**src/rtl/core/adaptive_step_size_controller_core_macros.svh**
```systemverilog
// ----------------------------------------------------------------------------
// adaptive step size controller core - assertion macros
// shared checking macros for the core rtl
// ----------------------------------------------------------------------------
`ifndef ADAPTIVE_STEP_SIZE_CONTROLLER_CORE_MACROS_SVH
`define ADAPTIVE_STEP_SIZE_CONTROLLER_CORE_MACROS_SVH

// same-cycle implication under reset
`define ASC_ASSERT_NOW(label, clk, rst_n, ante, cons, msg) \
    label: assert property (@(posedge clk) disable iff (!rst_n) (ante) |-> (cons)) \
        else $error(msg);

// next-cycle implication under reset
`define ASC_ASSERT_NEXT(label, clk, rst_n, ante, cons, msg) \
    label: assert property (@(posedge clk) disable iff (!rst_n) (ante) |=> (cons)) \
        else $error(msg);

`endif

```
**src/rtl/core/asc_pkg.sv**
```systemverilog
// ----------------------------------------------------------------------------
// asc_pkg
// types, constants and helper functions of the step size controller
// ----------------------------------------------------------------------------
package asc_pkg;

    localparam int TICK_BITS       = 16;
    localparam int STEP_BITS       = 24;
    localparam int TICK_POS_BITS   = 32;
    localparam int CFG_TPS_BITS    = 16;
    localparam int CFG_STRIDE_BITS = 16;
    localparam int CFG_TOTAL_BITS  = 24;
    localparam int CFG_INDEX_BITS  = 2;
    localparam int CFG_DATA_BITS   = 24;
    localparam int KOF_BITS        = 3;

    // widths for the substep size arithmetic
    localparam int WIDE_BITS = (TICK_BITS + 1 > CFG_TPS_BITS + 1) ? TICK_BITS + 1
                                                                   : CFG_TPS_BITS + 1;
    localparam int SUM_BITS  = WIDE_BITS + 1;
    localparam int CMP_BITS  = (STEP_BITS > CFG_TOTAL_BITS) ? STEP_BITS : CFG_TOTAL_BITS;

    localparam logic [CFG_TPS_BITS-1:0]    TPS_RESET    = CFG_TPS_BITS'(128);
    localparam logic [CFG_STRIDE_BITS-1:0] STRIDE_RESET = CFG_STRIDE_BITS'(1);
    localparam logic [CFG_TOTAL_BITS-1:0]  TOTAL_RESET  = CFG_TOTAL_BITS'(10);
    localparam logic [TICK_BITS-1:0]       SUB_RESET    = TICK_BITS'(128);
    localparam logic [TICK_BITS-1:0]       SUB_ONE      = TICK_BITS'(1);
    localparam logic [STEP_BITS-1:0]       STEP_MAX     = '1;
    localparam logic [KOF_BITS-1:0]        KOF_ABORT    = KOF_BITS'(2);
    localparam logic [KOF_BITS-1:0]        KOF_MAX      = '1;

    typedef enum logic [CFG_INDEX_BITS-1:0] {
        CFG_TICKS_PER_STEP = 2'd0,
        CFG_SAMPLE_STRIDE  = 2'd1,
        CFG_TOTAL_STEPS    = 2'd2
    } cfg_index_t;

    typedef enum logic [2:0] {
        OC_ADVANCE        = 3'd0,
        OC_RECOVERED      = 3'd1,
        OC_HALVE_RETRY    = 3'd2,
        OC_LAST_TRY       = 3'd3,
        OC_ABORT          = 3'd4,
        OC_FROZEN_ADVANCE = 3'd5,
        OC_NO_CHANGE      = 3'd6
    } outcome_t;

    typedef struct packed {
        logic step_ok;
        logic fail_kind_one;
        logic abort_request;
    } item_t;

    typedef struct packed {
        logic [CFG_TPS_BITS-1:0]    ticks_per_step;
        logic [CFG_STRIDE_BITS-1:0] sample_stride;
        logic [CFG_TOTAL_BITS-1:0]  total_steps;
    } cfg_t;

    typedef struct packed {
        logic [TICK_POS_BITS-1:0]   tick_count;
        logic [CFG_TPS_BITS-1:0]    grid_phase;
        logic [TICK_BITS-1:0]       substep;
        logic [TICK_BITS-1:0]       last_tried;
        logic [STEP_BITS-1:0]       step_count;
        logic [CFG_STRIDE_BITS-1:0] sample_phase;
        logic [STEP_BITS-1:0]       sample_count;
        logic [KOF_BITS-1:0]        kind_one_fails;
        logic                       last_try_flag;
        logic                       frozen_flag;
        logic [TICK_BITS-1:0]       saved_substep;
        logic                       done_flag;
    } state_t;

    typedef struct packed {
        outcome_t                 outcome;
        logic [STEP_BITS-1:0]     full_steps_done;
        logic [TICK_POS_BITS-1:0] tick_position;
        logic [TICK_BITS-1:0]     next_substep;
        logic                     at_sample_point;
        logic                     frozen_next;
        logic [STEP_BITS-1:0]     sample_index;
        logic                     finished;
    } result_t;

    // grid phase plus substep, reduced once by the grid size, cleared if still out of range
    function automatic logic [CFG_TPS_BITS-1:0] grid_wrap(
        input logic [CFG_TPS_BITS-1:0] phase,
        input logic [TICK_BITS-1:0]    add,
        input logic [CFG_TPS_BITS-1:0] modulus
    );
        logic [SUM_BITS-1:0] s;
        s = SUM_BITS'(phase) + SUM_BITS'(add);
        if (s >= SUM_BITS'(modulus))
        begin
            s = s - SUM_BITS'(modulus);
        end
        if (s >= SUM_BITS'(modulus))
        begin
            s = '0;
        end
        return s[CFG_TPS_BITS-1:0];
    endfunction

    // sample phase plus one, reduced once by the stride, cleared if still out of range
    function automatic logic [CFG_STRIDE_BITS-1:0] stride_wrap(
        input logic [CFG_STRIDE_BITS-1:0] phase,
        input logic [CFG_STRIDE_BITS-1:0] modulus
    );
        logic [CFG_STRIDE_BITS:0] s;
        s = {1'b0, phase} + (CFG_STRIDE_BITS + 1)'(1);
        if (s >= {1'b0, modulus})
        begin
            s = s - {1'b0, modulus};
        end
        if (s >= {1'b0, modulus})
        begin
            s = '0;
        end
        return s[CFG_STRIDE_BITS-1:0];
    endfunction

    function automatic logic step_gt(
        input logic [STEP_BITS-1:0]      step,
        input logic [CFG_TOTAL_BITS-1:0] total
    );
        return CMP_BITS'(step) > CMP_BITS'(total);
    endfunction

    function automatic logic step_eq(
        input logic [STEP_BITS-1:0]      step,
        input logic [CFG_TOTAL_BITS-1:0] total
    );
        return CMP_BITS'(step) == CMP_BITS'(total);
    endfunction

endpackage

```
**src/rtl/core/adaptive_step_size_controller_core.sv**
```systemverilog
// ----------------------------------------------------------------------------
// adaptive_step_size_controller_core
// integer substep controller for an adaptive time integrator
// ----------------------------------------------------------------------------
// usage
//   input channel (in_valid / in_stall) carries one attempt outcome per word:
//   step_ok, fail_kind_one, abort_request
//   output channel (out_valid / out_stall) returns exactly one result word per
//   input word: outcome code, position, next substep and status flags
//   config channel (cfg_valid / cfg_ready) writes ticks_per_step (index 0),
//   sample_stride (index 1) and total_steps (index 2); cfg_ready is always
//   high, write only while no word is in flight
//   path: input register, then the state update lands in the result register
//   once that register can take the word
//   throughput: one word per cycle without out_stall, set by the state update loop
//   receiver stall: the result register holds its word; the input register
//   keeps one more word, after which in_stall rises
//   reset: all state cleared, substep and last tried size set to 128 ticks,
//   registers back to 128 / 1 / 10, both channels empty
// ----------------------------------------------------------------------------
`include "adaptive_step_size_controller_core_macros.svh"

module adaptive_step_size_controller_core
(
    input  logic                                 clk,
    input  logic                                 rst_n,
    // attempt outcome channel
    input  logic                                 in_valid,
    output logic                                 in_stall,
    input  logic                                 step_ok,
    input  logic                                 fail_kind_one,
    input  logic                                 abort_request,
    // result channel
    output logic                                 out_valid,
    input  logic                                 out_stall,
    output logic [2:0]                           outcome,
    output logic [asc_pkg::STEP_BITS-1:0]        full_steps_done,
    output logic [asc_pkg::TICK_POS_BITS-1:0]    tick_position,
    output logic [asc_pkg::TICK_BITS-1:0]        next_substep,
    output logic                                 at_sample_point,
    output logic                                 frozen_next,
    output logic [asc_pkg::STEP_BITS-1:0]        sample_index,
    output logic                                 finished,
    // configuration write channel
    input  logic                                 cfg_valid,
    output logic                                 cfg_ready,
    input  logic [asc_pkg::CFG_INDEX_BITS-1:0]   cfg_index,
    input  logic [asc_pkg::CFG_DATA_BITS-1:0]    cfg_data
);

    asc_pkg::item_t   in_item;
    asc_pkg::item_t   hold_item;
    logic             hold_valid;
    logic             can_load;
    logic             fire;
    asc_pkg::cfg_t    cfg_reg;
    asc_pkg::cfg_t    cfg_next;
    asc_pkg::state_t  state_reg;
    asc_pkg::state_t  state_next;
    asc_pkg::state_t  upd_state;
    asc_pkg::result_t upd_result;
    asc_pkg::result_t out_data;

    assign in_item.step_ok       = step_ok;
    assign in_item.fail_kind_one = fail_kind_one;
    assign in_item.abort_request = abort_request;

    // held word goes through the update whenever the result register can take it
    assign fire      = hold_valid && can_load;
    assign cfg_ready = 1'b1;

    asc_in_reg u_in_reg
    (
        .clk        (clk),
        .rst_n      (rst_n),
        .in_valid   (in_valid),
        .in_stall   (in_stall),
        .in_item    (in_item),
        .fire       (fire),
        .hold_valid (hold_valid),
        .hold_item  (hold_item)
    );

    asc_update u_update
    (
        .cfg  (cfg_reg),
        .cur  (state_reg),
        .item (hold_item),
        .nxt  (upd_state),
        .res  (upd_result)
    );

    asc_out_reg u_out_reg
    (
        .clk       (clk),
        .rst_n     (rst_n),
        .load      (fire),
        .load_data (upd_result),
        .can_load  (can_load),
        .out_valid (out_valid),
        .out_stall (out_stall),
        .out_data  (out_data)
    );

    // configuration register decode, unknown indexes are dropped
    always_comb
    begin
        cfg_next = cfg_reg;
        if (cfg_valid && cfg_ready)
        begin
            unique case (cfg_index)
                asc_pkg::CFG_TICKS_PER_STEP:
                begin
                    cfg_next.ticks_per_step = cfg_data[asc_pkg::CFG_TPS_BITS-1:0];
                end
                asc_pkg::CFG_SAMPLE_STRIDE:
                begin
                    cfg_next.sample_stride = cfg_data[asc_pkg::CFG_STRIDE_BITS-1:0];
                end
                asc_pkg::CFG_TOTAL_STEPS:
                begin
                    cfg_next.total_steps = cfg_data[asc_pkg::CFG_TOTAL_BITS-1:0];
                end
                default:
                begin
                end
            endcase
        end
    end

    // controller state only moves when a word is processed
    assign state_next = fire ? upd_state : state_reg;

    always_ff @(posedge clk or negedge rst_n)
    begin
        if (!rst_n)
        begin
            cfg_reg.ticks_per_step   <= asc_pkg::TPS_RESET;
            cfg_reg.sample_stride    <= asc_pkg::STRIDE_RESET;
            cfg_reg.total_steps      <= asc_pkg::TOTAL_RESET;
            state_reg.tick_count     <= '0;
            state_reg.grid_phase     <= '0;
            state_reg.substep        <= asc_pkg::SUB_RESET;
            state_reg.last_tried     <= asc_pkg::SUB_RESET;
            state_reg.step_count     <= '0;
            state_reg.sample_phase   <= '0;
            state_reg.sample_count   <= '0;
            state_reg.kind_one_fails <= '0;
            state_reg.last_try_flag  <= 1'b0;
            state_reg.frozen_flag    <= 1'b0;
            state_reg.saved_substep  <= '0;
            state_reg.done_flag      <= 1'b0;
        end
        else
        begin
            cfg_reg   <= cfg_next;
            state_reg <= state_next;
        end
    end

    assign outcome         = out_data.outcome;
    assign full_steps_done = out_data.full_steps_done;
    assign tick_position   = out_data.tick_position;
    assign next_substep    = out_data.next_substep;
    assign at_sample_point = out_data.at_sample_point;
    assign frozen_next     = out_data.frozen_next;
    assign sample_index    = out_data.sample_index;
    assign finished        = out_data.finished;

    // a finished run stays finished
    `ASC_ASSERT_NEXT(a_done_sticky, clk, rst_n, state_reg.done_flag, state_reg.done_flag,
        "finished run left the done state")

    // state is untouched unless a word goes through the update
    `ASC_ASSERT_NEXT(a_state_hold, clk, rst_n, !fire, $stable(state_reg),
        "controller state changed without a processed word")

    // a held word that cannot move is kept
    `ASC_ASSERT_NEXT(a_hold_kept, clk, rst_n, hold_valid && !fire, hold_valid,
        "held input word lost")

    // every processed word shows up on the result channel
    `ASC_ASSERT_NEXT(a_fire_result, clk, rst_n, fire, out_valid,
        "processed word produced no result")

    // kind-one counter never passes two bumps past the abort level
    `ASC_ASSERT_NOW(a_kof_range, clk, rst_n, 1'b1,
        state_reg.kind_one_fails <= asc_pkg::KOF_BITS'(4),
        "kind-one fail counter out of range")

endmodule

```
**src/rtl/core/asc_in_reg.sv**
```systemverilog
// ----------------------------------------------------------------------------
// asc_in_reg
// input register holding one attempt outcome until the update stage takes it
// ----------------------------------------------------------------------------
module asc_in_reg
(
    input  logic           clk,
    input  logic           rst_n,
    input  logic           in_valid,
    output logic           in_stall,
    input  asc_pkg::item_t in_item,
    input  logic           fire,
    output logic           hold_valid,
    output asc_pkg::item_t hold_item
);

    logic           valid_reg;
    logic           valid_next;
    asc_pkg::item_t item_reg;
    logic           accept;

    assign in_stall   = valid_reg && !fire;
    assign accept     = in_valid && !in_stall;
    assign hold_valid = valid_reg;
    assign hold_item  = item_reg;

    always_comb
    begin
        valid_next = valid_reg;
        if (accept)
        begin
            valid_next = 1'b1;
        end
        else if (fire)
        begin
            valid_next = 1'b0;
        end
    end

    always_ff @(posedge clk or negedge rst_n)
    begin
        if (!rst_n)
        begin
            valid_reg <= 1'b0;
        end
        else
        begin
            valid_reg <= valid_next;
        end
    end

    always_ff @(posedge clk)
    begin
        if (accept)
        begin
            item_reg <= in_item;
        end
    end

endmodule

```
**src/rtl/core/asc_update.sv**
```systemverilog
// ----------------------------------------------------------------------------
// asc_update
// classifies one attempt and computes the next controller state and result
// ----------------------------------------------------------------------------
module asc_update
(
    input  asc_pkg::cfg_t    cfg,
    input  asc_pkg::state_t  cur,
    input  asc_pkg::item_t   item,
    output asc_pkg::state_t  nxt,
    output asc_pkg::result_t res
);

    asc_pkg::outcome_t                      oc;
    logic [asc_pkg::CFG_TPS_BITS-1:0]       tps_eff;
    logic [asc_pkg::CFG_STRIDE_BITS-1:0]    stride_eff;
    logic                                   full;
    logic                                   last_try;
    logic [asc_pkg::CFG_STRIDE_BITS-1:0]    sp;
    logic [asc_pkg::CFG_TPS_BITS-1:0]       gp;
    logic [asc_pkg::TICK_POS_BITS:0]        tick_sum;
    logic [asc_pkg::WIDE_BITS-1:0]          ext;
    logic [asc_pkg::WIDE_BITS-1:0]          rem;
    logic [asc_pkg::WIDE_BITS-1:0]          lim;

    assign tps_eff    = (cfg.ticks_per_step == '0) ? asc_pkg::CFG_TPS_BITS'(1)
                                                   : cfg.ticks_per_step;
    assign stride_eff = (cfg.sample_stride == '0) ? asc_pkg::CFG_STRIDE_BITS'(1)
                                                  : cfg.sample_stride;

    always_comb
    begin
        nxt      = cur;
        oc       = asc_pkg::OC_NO_CHANGE;
        full     = 1'b0;
        last_try = 1'b0;
        sp       = '0;
        gp       = '0;
        tick_sum = '0;
        ext      = '0;
        rem      = '0;
        lim      = '0;

        if (!cur.done_flag && asc_pkg::step_gt(cur.step_count, cfg.total_steps))
        begin
            // count already past the end: finish and restore the substep
            nxt.done_flag = 1'b1;
            nxt.substep   = cur.saved_substep;
        end
        else if (!cur.done_flag)
        begin
            full = (asc_pkg::grid_wrap(cur.grid_phase, cur.substep, tps_eff) == '0);

            // final step runs with a zero substep
            if (asc_pkg::step_eq(cur.step_count, cfg.total_steps))
            begin
                nxt.saved_substep = cur.substep;
                nxt.substep       = '0;
                nxt.frozen_flag   = 1'b1;
            end

            if (item.step_ok)
            begin
                oc = cur.last_try_flag ? asc_pkg::OC_RECOVERED : asc_pkg::OC_ADVANCE;
            end
            else if (cur.last_try_flag)
            begin
                oc = asc_pkg::OC_ABORT;
            end
            else if (nxt.substep > asc_pkg::SUB_ONE)
            begin
                oc = asc_pkg::OC_HALVE_RETRY;
            end
            else if (nxt.substep == asc_pkg::SUB_ONE)
            begin
                oc = asc_pkg::OC_LAST_TRY;
            end

            if (!item.step_ok && item.fail_kind_one)
            begin
                if (cur.kind_one_fails >= asc_pkg::KOF_ABORT)
                begin
                    oc = asc_pkg::OC_ABORT;
                end
                else
                begin
                    nxt.kind_one_fails = cur.kind_one_fails + asc_pkg::KOF_BITS'(1);
                end
            end
            if (!item.fail_kind_one)
            begin
                nxt.kind_one_fails = '0;
            end

            if (nxt.frozen_flag)
            begin
                oc = asc_pkg::OC_FROZEN_ADVANCE;
            end
            else if (item.abort_request)
            begin
                oc = asc_pkg::OC_ABORT;
            end

            case (oc) inside
                asc_pkg::OC_ABORT:
                begin
                    nxt.frozen_flag = 1'b1;
                    nxt.done_flag   = 1'b1;
                end
                asc_pkg::OC_ADVANCE, asc_pkg::OC_RECOVERED, asc_pkg::OC_FROZEN_ADVANCE:
                begin
                    nxt.last_try_flag = 1'b0;
                    if (full && cur.step_count != asc_pkg::STEP_MAX)
                    begin
                        nxt.step_count   = cur.step_count + asc_pkg::STEP_BITS'(1);
                        sp               = asc_pkg::stride_wrap(cur.sample_phase, stride_eff);
                        nxt.sample_phase = sp;
                        if (sp == '0 && cur.sample_count != asc_pkg::STEP_MAX)
                        begin
                            nxt.sample_count = cur.sample_count + asc_pkg::STEP_BITS'(1);
                        end
                    end
                    // saturating tick position
                    tick_sum = {1'b0, cur.tick_count}
                             + (asc_pkg::TICK_POS_BITS + 1)'(nxt.substep);
                    nxt.tick_count = tick_sum[asc_pkg::TICK_POS_BITS] ? '1
                                   : tick_sum[asc_pkg::TICK_POS_BITS-1:0];
                    gp = asc_pkg::grid_wrap(cur.grid_phase, nxt.substep, tps_eff);
                    nxt.grid_phase = gp;
                    // grow by doubling, capped by grid size and ticks to next grid point
                    ext = full ? asc_pkg::WIDE_BITS'({cur.last_tried, 1'b0})
                               : asc_pkg::WIDE_BITS'({nxt.substep, 1'b0});
                    rem = asc_pkg::WIDE_BITS'(tps_eff) - asc_pkg::WIDE_BITS'(gp);
                    lim = asc_pkg::WIDE_BITS'(tps_eff);
                    if (ext < lim)
                    begin
                        lim = ext;
                    end
                    if (rem < lim)
                    begin
                        lim = rem;
                    end
                    nxt.last_tried = nxt.substep;
                    nxt.substep    = lim[asc_pkg::TICK_BITS-1:0];
                end
                asc_pkg::OC_HALVE_RETRY, asc_pkg::OC_LAST_TRY:
                begin
                    // kind-one counter gets its second bump here
                    if (item.fail_kind_one)
                    begin
                        if (nxt.kind_one_fails != asc_pkg::KOF_MAX)
                        begin
                            nxt.kind_one_fails = nxt.kind_one_fails + asc_pkg::KOF_BITS'(1);
                        end
                    end
                    else
                    begin
                        nxt.kind_one_fails = '0;
                    end
                    last_try          = (nxt.substep == asc_pkg::SUB_ONE);
                    nxt.last_try_flag = last_try;
                    nxt.last_tried    = nxt.substep;
                    if (!last_try && !item.fail_kind_one)
                    begin
                        nxt.substep = nxt.substep >> 1;
                    end
                end
                default:
                begin
                end
            endcase

            if (!nxt.done_flag && asc_pkg::step_gt(nxt.step_count, cfg.total_steps))
            begin
                nxt.done_flag = 1'b1;
                nxt.substep   = nxt.saved_substep;
            end
        end
    end

    always_comb
    begin
        res.outcome         = oc;
        res.full_steps_done = nxt.step_count;
        res.tick_position   = nxt.tick_count;
        res.next_substep    = nxt.substep;
        res.at_sample_point = (nxt.grid_phase == '0 && nxt.sample_phase == '0)
                           || asc_pkg::step_eq(nxt.step_count, cfg.total_steps);
        res.frozen_next     = !nxt.done_flag
                           && asc_pkg::step_eq(nxt.step_count, cfg.total_steps);
        res.sample_index    = nxt.sample_count;
        res.finished        = nxt.done_flag;
    end

endmodule

```
**src/rtl/core/asc_out_reg.sv**
```systemverilog
// ----------------------------------------------------------------------------
// asc_out_reg
// result register, holds a word until the receiver takes it
// ----------------------------------------------------------------------------
module asc_out_reg
(
    input  logic             clk,
    input  logic             rst_n,
    input  logic             load,
    input  asc_pkg::result_t load_data,
    output logic             can_load,
    output logic             out_valid,
    input  logic             out_stall,
    output asc_pkg::result_t out_data
);

    logic             valid_reg;
    logic             valid_next;
    asc_pkg::result_t data_reg;

    assign can_load  = !valid_reg || !out_stall;
    assign out_valid = valid_reg;
    assign out_data  = data_reg;

    always_comb
    begin
        valid_next = valid_reg;
        if (load)
        begin
            valid_next = 1'b1;
        end
        else if (valid_reg && !out_stall)
        begin
            valid_next = 1'b0;
        end
    end

    always_ff @(posedge clk or negedge rst_n)
    begin
        if (!rst_n)
        begin
            valid_reg <= 1'b0;
        end
        else
        begin
            valid_reg <= valid_next;
        end
    end

    always_ff @(posedge clk)
    begin
        if (load)
        begin
            data_reg <= load_data;
        end
    end

endmodule

```
**config.mk**
```make
export PLATFORM = sky130hd
export DESIGN_NAME = adaptive_step_size_controller_core
export DESIGN_NICKNAME = d
export VERILOG_FILES = /design/src/rtl/core/asc_pkg.sv /design/src/rtl/core/adaptive_step_size_controller_core.sv /design/src/rtl/core/asc_in_reg.sv /design/src/rtl/core/asc_update.sv /design/src/rtl/core/asc_out_reg.sv
export VERILOG_INCLUDE_DIRS = /design/src /design/src/rtl/core
export SDC_FILE = /design/constraint.sdc
export NUM_CORES = 1
export LEC_CHECK = 0
export BUFFER_PORTS_ARGS = -buffer_cell sky130_fd_sc_hd__buf_2
export CAP_MARGIN = 20
export CORE_UTILIZATION = 60
export DETAILED_ROUTE_END_ITERATION = 7
export PLACE_DENSITY = 0.84
export SYNTH_ARGS = -nofsm -noshare
export SYNTH_HDL_FRONTEND = slang
export SYNTH_SLANG_ARGS = --single-unit
```
**constraint.sdc**
```tcl
create_clock -name clk -period 42.4 [get_ports clk]
set_clock_uncertainty 0.2 [all_clocks]
set_input_delay 2.12 -clock clk [delete_from_list [all_inputs] [get_ports clk]]
set_output_delay 2.12 -clock clk [all_outputs]
set_load 0.05 [all_outputs]
```
=== Word-level counts from Yosys, hierarchy flattened ===
Cells that the tools add are included.

* Output and inout bits: 105
* Flip-flop bits (word level): 329
* Input bits: 34
* Logic and storage cells: 206

* Mux-type cells: 95
* Magnitude comparators: 12
* Bitwise gates (word level): 3
* $add $sub $neg: 12
* Reductions and logical operators: 43
* Eq/ne operators: 13

{| class="wikitable"
|+ Operators by type and width
! kind !! count
|-
| $mux W16 || 23
|-
| $mux W64 || 5
|-
| $mux W17 || 15
|-
| $mux W166 || 1
|-
| $mux W18 || 8
|-
| $mux W48 || 3
|-
| $mux W32 || 4
|-
| $logic_not A16 Y1 || 6
|-
| $mux W85 || 1
|-
| $ge A18 B16 Y1 || 4
|-
| $mux W3 || 20
|-
| $add A24 B1 Y24 const B || 2
|-
| $eq A24 B24 Y1 || 2
|-
| $gt A24 B24 Y1 || 2
|-
| $ne A24 B24 Y1 const B || 2
|-
| $sub A18 B16 Y18 || 2
|-
| $add A16 B16 Y17 || 2
|-
| $ge A17 B16 Y1 || 2
|-
| $add A32 B16 Y33 || 1
|-
| $mux W24 || 1
|-
| $add A16 B1 Y17 const B || 1
|-
| $lt A17 B16 Y1 || 1
|-
| $lt A17 B17 Y1 || 1
|-
| $sub A16 B16 Y17 || 1
|-
| other kinds (24) || 68
|}

=== Longest topological paths before layout ===
* Word-level depth: 44
* Depth in mapped cells: 66
* Depth with buffers taken out: 61

=== Cells and area by module ===
Synthesis repeated with hierarchy kept, for this count alone.

* Cells, all modules: 2913
* Area total of the unflattened synthesis: 27530.2 µm²

{| class="wikitable"
|+ By module, submodules not included
! module !! area each (µm²) !! seq. area each (µm²) !! cells an instance !! times used
|-
| asc_update || 15885.2 || 0.0 || 2327 || 1
|-
| adaptive_step_size_controller_core || 8398.1 || 5562.8 || 473 || 1
|-
| asc_out_reg || 3099.2 || 3088.0 || 105 || 1
|-
| asc_in_reg || 147.6 || 115.1 || 8 || 1
|}

=== Worst setup path after synthesis ===
OpenSTA, ideal clock, no wires.

* Path kind: register -> register
* Start point: register cfg_reg[1] (netlist bit)
* End point: register state_reg[117] (netlist bit)
* Path buffers: 4
* Setup slack: 28.990 ns
* Required time: 41.883 ns
* Stages on the path, launching flop included: 62
* Arrival: 12.893 ns
* Library setup time: 0.317 ns
* Period minus slack after synthesis: 13.410 ns
* Path through: dfstp_2 inv_1 ha_1 and4_1 nor4bb_1 nand2_1 clkbuf_1 and2_0 ha_1 fa_1 a21o_1 o21ai_0 o22ai_1 o21ai_0 nand2_1 a21oi_1 xnor2_1 ha_1 (+26 left out) a21o_1 a21oi_1 o21ai_0 o41ai_1 o21bai_1 a21o_1 xor2_1 ha_1 nand2_1 nor4_1 o21ai_0 nand3_1 o21ai_0 and3_1 a21oi_2 mux2_2 nand3_1 a31oi_1

* Cells in the longest elaborated chain, start to end: 26
* Elaborated cells between the ends (all ways): 72
* Classes of those cells: 3 x add/sub; 7 x order compare; 7 x eq/ne; 47 x mux; 8 x reduce/logical

{| class="wikitable"
|+ Ends and longest elaborated chain
! what !! line !! source
|-
| start: declaration || adaptive_step_size_controller_core.sv:56 || <nowiki>asc_pkg::cfg_t cfg_reg;</nowiki>
|-
| start signal: assignment || adaptive_step_size_controller_core.sv:156 || <nowiki>cfg_reg <= cfg_next;</nowiki>
|-
| branches (longest 25 deep; another with $sub A18 B16 Y18) || - ||
|-
| $mux W16 * || asc_update.sv:44 || <nowiki>if (!cur.done_flag && asc_pkg::step_gt(cur.step_count, cfg.total_steps))</nowiki>
|-
| end signal: assignment || adaptive_step_size_controller_core.sv:157 || <nowiki>state_reg <= state_next;</nowiki>
|-
| end: declaration || adaptive_step_size_controller_core.sv:58 || <nowiki>asc_pkg::state_t state_reg;</nowiki>
|}

Every way passes the cells marked *. The select of a mux whose other input is x is not followed.
A chain may end at the register's enable or synchronous reset.

==> results.md <==
- First-pass GRT wire length: between 100000 and 150000 um
- FF-to-FF setup slack: roughly 27000 ps
- Die width: around 210 um
- Max Freq: 64.04 MHz
- Drt pass-1 iters: 6
- Post-DP Area: 26870 um2
- Critical Path AT: ~16000 ps
- Synth area leaders: dfrtp_1, edfxtp_1, ha_1, xnor2_1, mux2_2
- FF+latch area: slightly below 9000 um2
- Cell family with most CP delay: compound AO/OA/AOI/OAI gates
- Initial DRC Count: 3005
- Final min period: roughly 16000 ps
- Post-route ant nets: 0
- Outcome: finished clean
- Buffer and inverter count on the worst path: 1
- Share of cells above drive strength 1: about 13%
- Cell repeated most along the worst path: o21ai_0
- Yosys top cell by area: dfrtp_1
- Clock Path Buffers: 3
- Row count: between 70 and 80
- Via density: 6.655
- Multi-input gate area: around 16000 um2
- Part of the Yosys area used for sequential elements: ~34%
- Filler instances: 3353
- Routed WL per cell: roughly 23 um
- Post-CTS Setup Bufs: 0
- Synth Cell Area: ~26000 um2
- Synth top area share: around a fifth
- Worst path required time: approximately 42000 ps
- GRT Util Overall: 37.08%
- Non-Filler Instances: 3547
- Worst R2R Path Depth: 57
- Antenna violations before repair: 0
- CTS Buf Count: 37
- Vias: ~24000
- Clk Latency, worst-skew pair: 570 ps
- Final setup fails: 0
- Max-slew violation count: 0
- Crit path kind: register to register
- # DRC: 0
- Sink Count: about 330
- # port buffers: around 140
- Rel. slew slack: 26.29%
- GR Overflow Total: 0
- MaxCap Viol Count: 0
- Synth Register Bits: 329
- Starting Density: 61.16%
- Finished Cell Area: 28210 um2
- Routability congestion estimate: 1.018
- Worst Hold Depth: 1
- Avg Cell Area, Syn: 8.912 um2
- Fin crit share: 36.83%
- P&R area growth vs syn: 9.229%
- Core area: around 42000 um2
- CP max FO: 20
- Ports: approximately 140
- Worst hold start: state_reg[17]
- Vias in the first global route: 22590
- Slew @ Worst Pin: about 1100 ps
- CP max stage delay: about 820 ps
- Post_cts resized: 0
- Die Ht: about 210 um
- Pin count of the biggest net entering global routing: 96
- Final setup TNS: 0 ps
- CTS Hold Bufs: 0
- CP max stage cell: nor4bb_1
- Final hold violation count: 0
- Hold EP: state_reg[17]
- RSZ-0062 raised after global routing: false
- Post-synth EDFFs: around 110
- CTS tree: built
- H-tree depth: 2
- Post-DP HPWL: 61690 um
- Total wire length: roughly 80000 um
- Ys async rst share: roughly 68%
- Ys flop type: dfrtp_1
- Reg2reg start: state_reg[68]
- CTS Root Cell: clkbuf_16
- Synth warn: 0
- Largest register FFs: between 150 and 200
- Placed cell count: 3477
- CP Launch Type: register
- Die Area: between 40000 and 50000 um2
- Crit end category: register
- Clock Pin Slew Worst Setup and Hold Paths: around 60 ps
- Post-Synthesis Cells: roughly 2900
- R2r endpoint: u_out_reg.out_data[28]
- Hold Crit Class: register to register
- Count of different cell masters after synthesis: between 90 and 100
- Fin nets: about 3300
==> worst reg2reg max path, delay by kind of cell, from the launching register on <==
family                     cells  cell delay (ps)
AOI/OAI and AO/OA             29             6620
buffers and inverters          1              320
muxes                          1              370
and+or+nand+nor               17             4490
xor gates and xnor gates       2              370
DFF                            1              530
adders and majority gates      7             2450
==> cell usage after synthesis (9+ instances only) <==
library cell	instances
inv_1	144
or2_2	10
and2_1	21
nand4_1	41
nor4_1	28
o31ai_1	17
a21o_1	77
o21a_1	41
nand2_1	340
a21oi_1	151
ha_1	242
o211ai_1	14
or3_1	10
and3_1	42
xor2_1	63
nor2b_1	38
mux2i_1	29
mux2_2	119
nand2b_1	24
nand3_1	100
a22oi_1	10
o21bai_1	12
a211oi_1	18
clkbuf_1	95
a21boi_0	14
nor2_1	190
a31oi_1	55
nor3_1	58
o311ai_0	9
buf_4	13
o21ai_0	209
edfxtp_1	105
xnor2_1	158
dfrtp_1	218
o22ai_1	9
==> worst max-delay path by stage <==
stage,startpoint,cells past startpoint,slack (ps),to
after detailed placement,state_reg[68],57,27170,u_out_reg.out_data[28]
final,state_reg[68],57,26780,u_out_reg.out_data[28]
after floorplan,cfg_reg[1],61,28990,state_reg[117]
after CTS,state_reg[67],57,27120,u_out_reg.out_data[28]
after global placement,state_reg[68],56,27770,u_out_reg.out_data[38]
after global routing,state_reg[68],57,25570,u_out_reg.out_data[38]
==> cell families after synthesis <==
kind of cell | after synthesis | synth area share (%)
buffers and inverters | 268 | 4.181
other | 1 | 0.01452
DFF | 329 | 33.94
and+or+nand+nor | 946 | 17.53
AOI/OAI and AO/OA | 734 | 18.18
muxes | 148 | 6.313
adders and majority gates | 251 | 12.34
xor gates and xnor gates | 221 | 7.495
==> layout by cell type (no fill, tap or decap), types with 37 or more instances in the layout <==
cell and instances:
a21o_1 77, a21oi_1 151, a31oi_1 55, and3_1 42, buf_2 136, clkbuf_16 39, dfrtp_1 218, edfxtp_1 105
ha_1 242, inv_1 144, mux2_2 119, nand2_1 340, nand3_1 100, nand4_1 41, nor2_1 190, nor2b_1 37
nor3_1 58, o21a_1 41, o21ai_0 208, xnor2_1 158, xor2_1 63
==> through the flow <==
| stage | hold WS, ps | worst slack, ps | util (%) |
|---|---|---|---|
| floorplan | 228.4 | 28990 | - |
| global placement | 239.1 | 27770 | 63.64 |
| detailed placement | 249.5 | 27170 | 63.64 |
| CTS | 263.0 | 27120 | 66.78 |
| global route | 282.6 | 25570 | 66.80 |
| finish | 263.1 | 26780 | 66.80 |
==> cell type report <==
type                    instances  share of cell area, %
multi-input cells            2302                  56.74
diodes                          1               0.008871
flip-flops and latches        329                  31.07
inverters                     146                  1.952
well taps                     539                  2.391
clock buffers                  42                  3.535
repair buffers                162                  3.131
clock inverters                26                  1.167
==> layer usage <==
layer	part of all wire (%)	up-vias	routed length, um	track usage [%]
met3	9.9	288	8110	6.629
met1	40	11300	32800	49.42
met2	45	1347	37020	59.48
met4	4.5	0	3635	15.76
met5	0	-	0	0
li1	-	10670	-	-
Power is left out: the tool's default activity adds up to more than one toggle a clock period on the data nets, which glitch-free logic cannot reach.
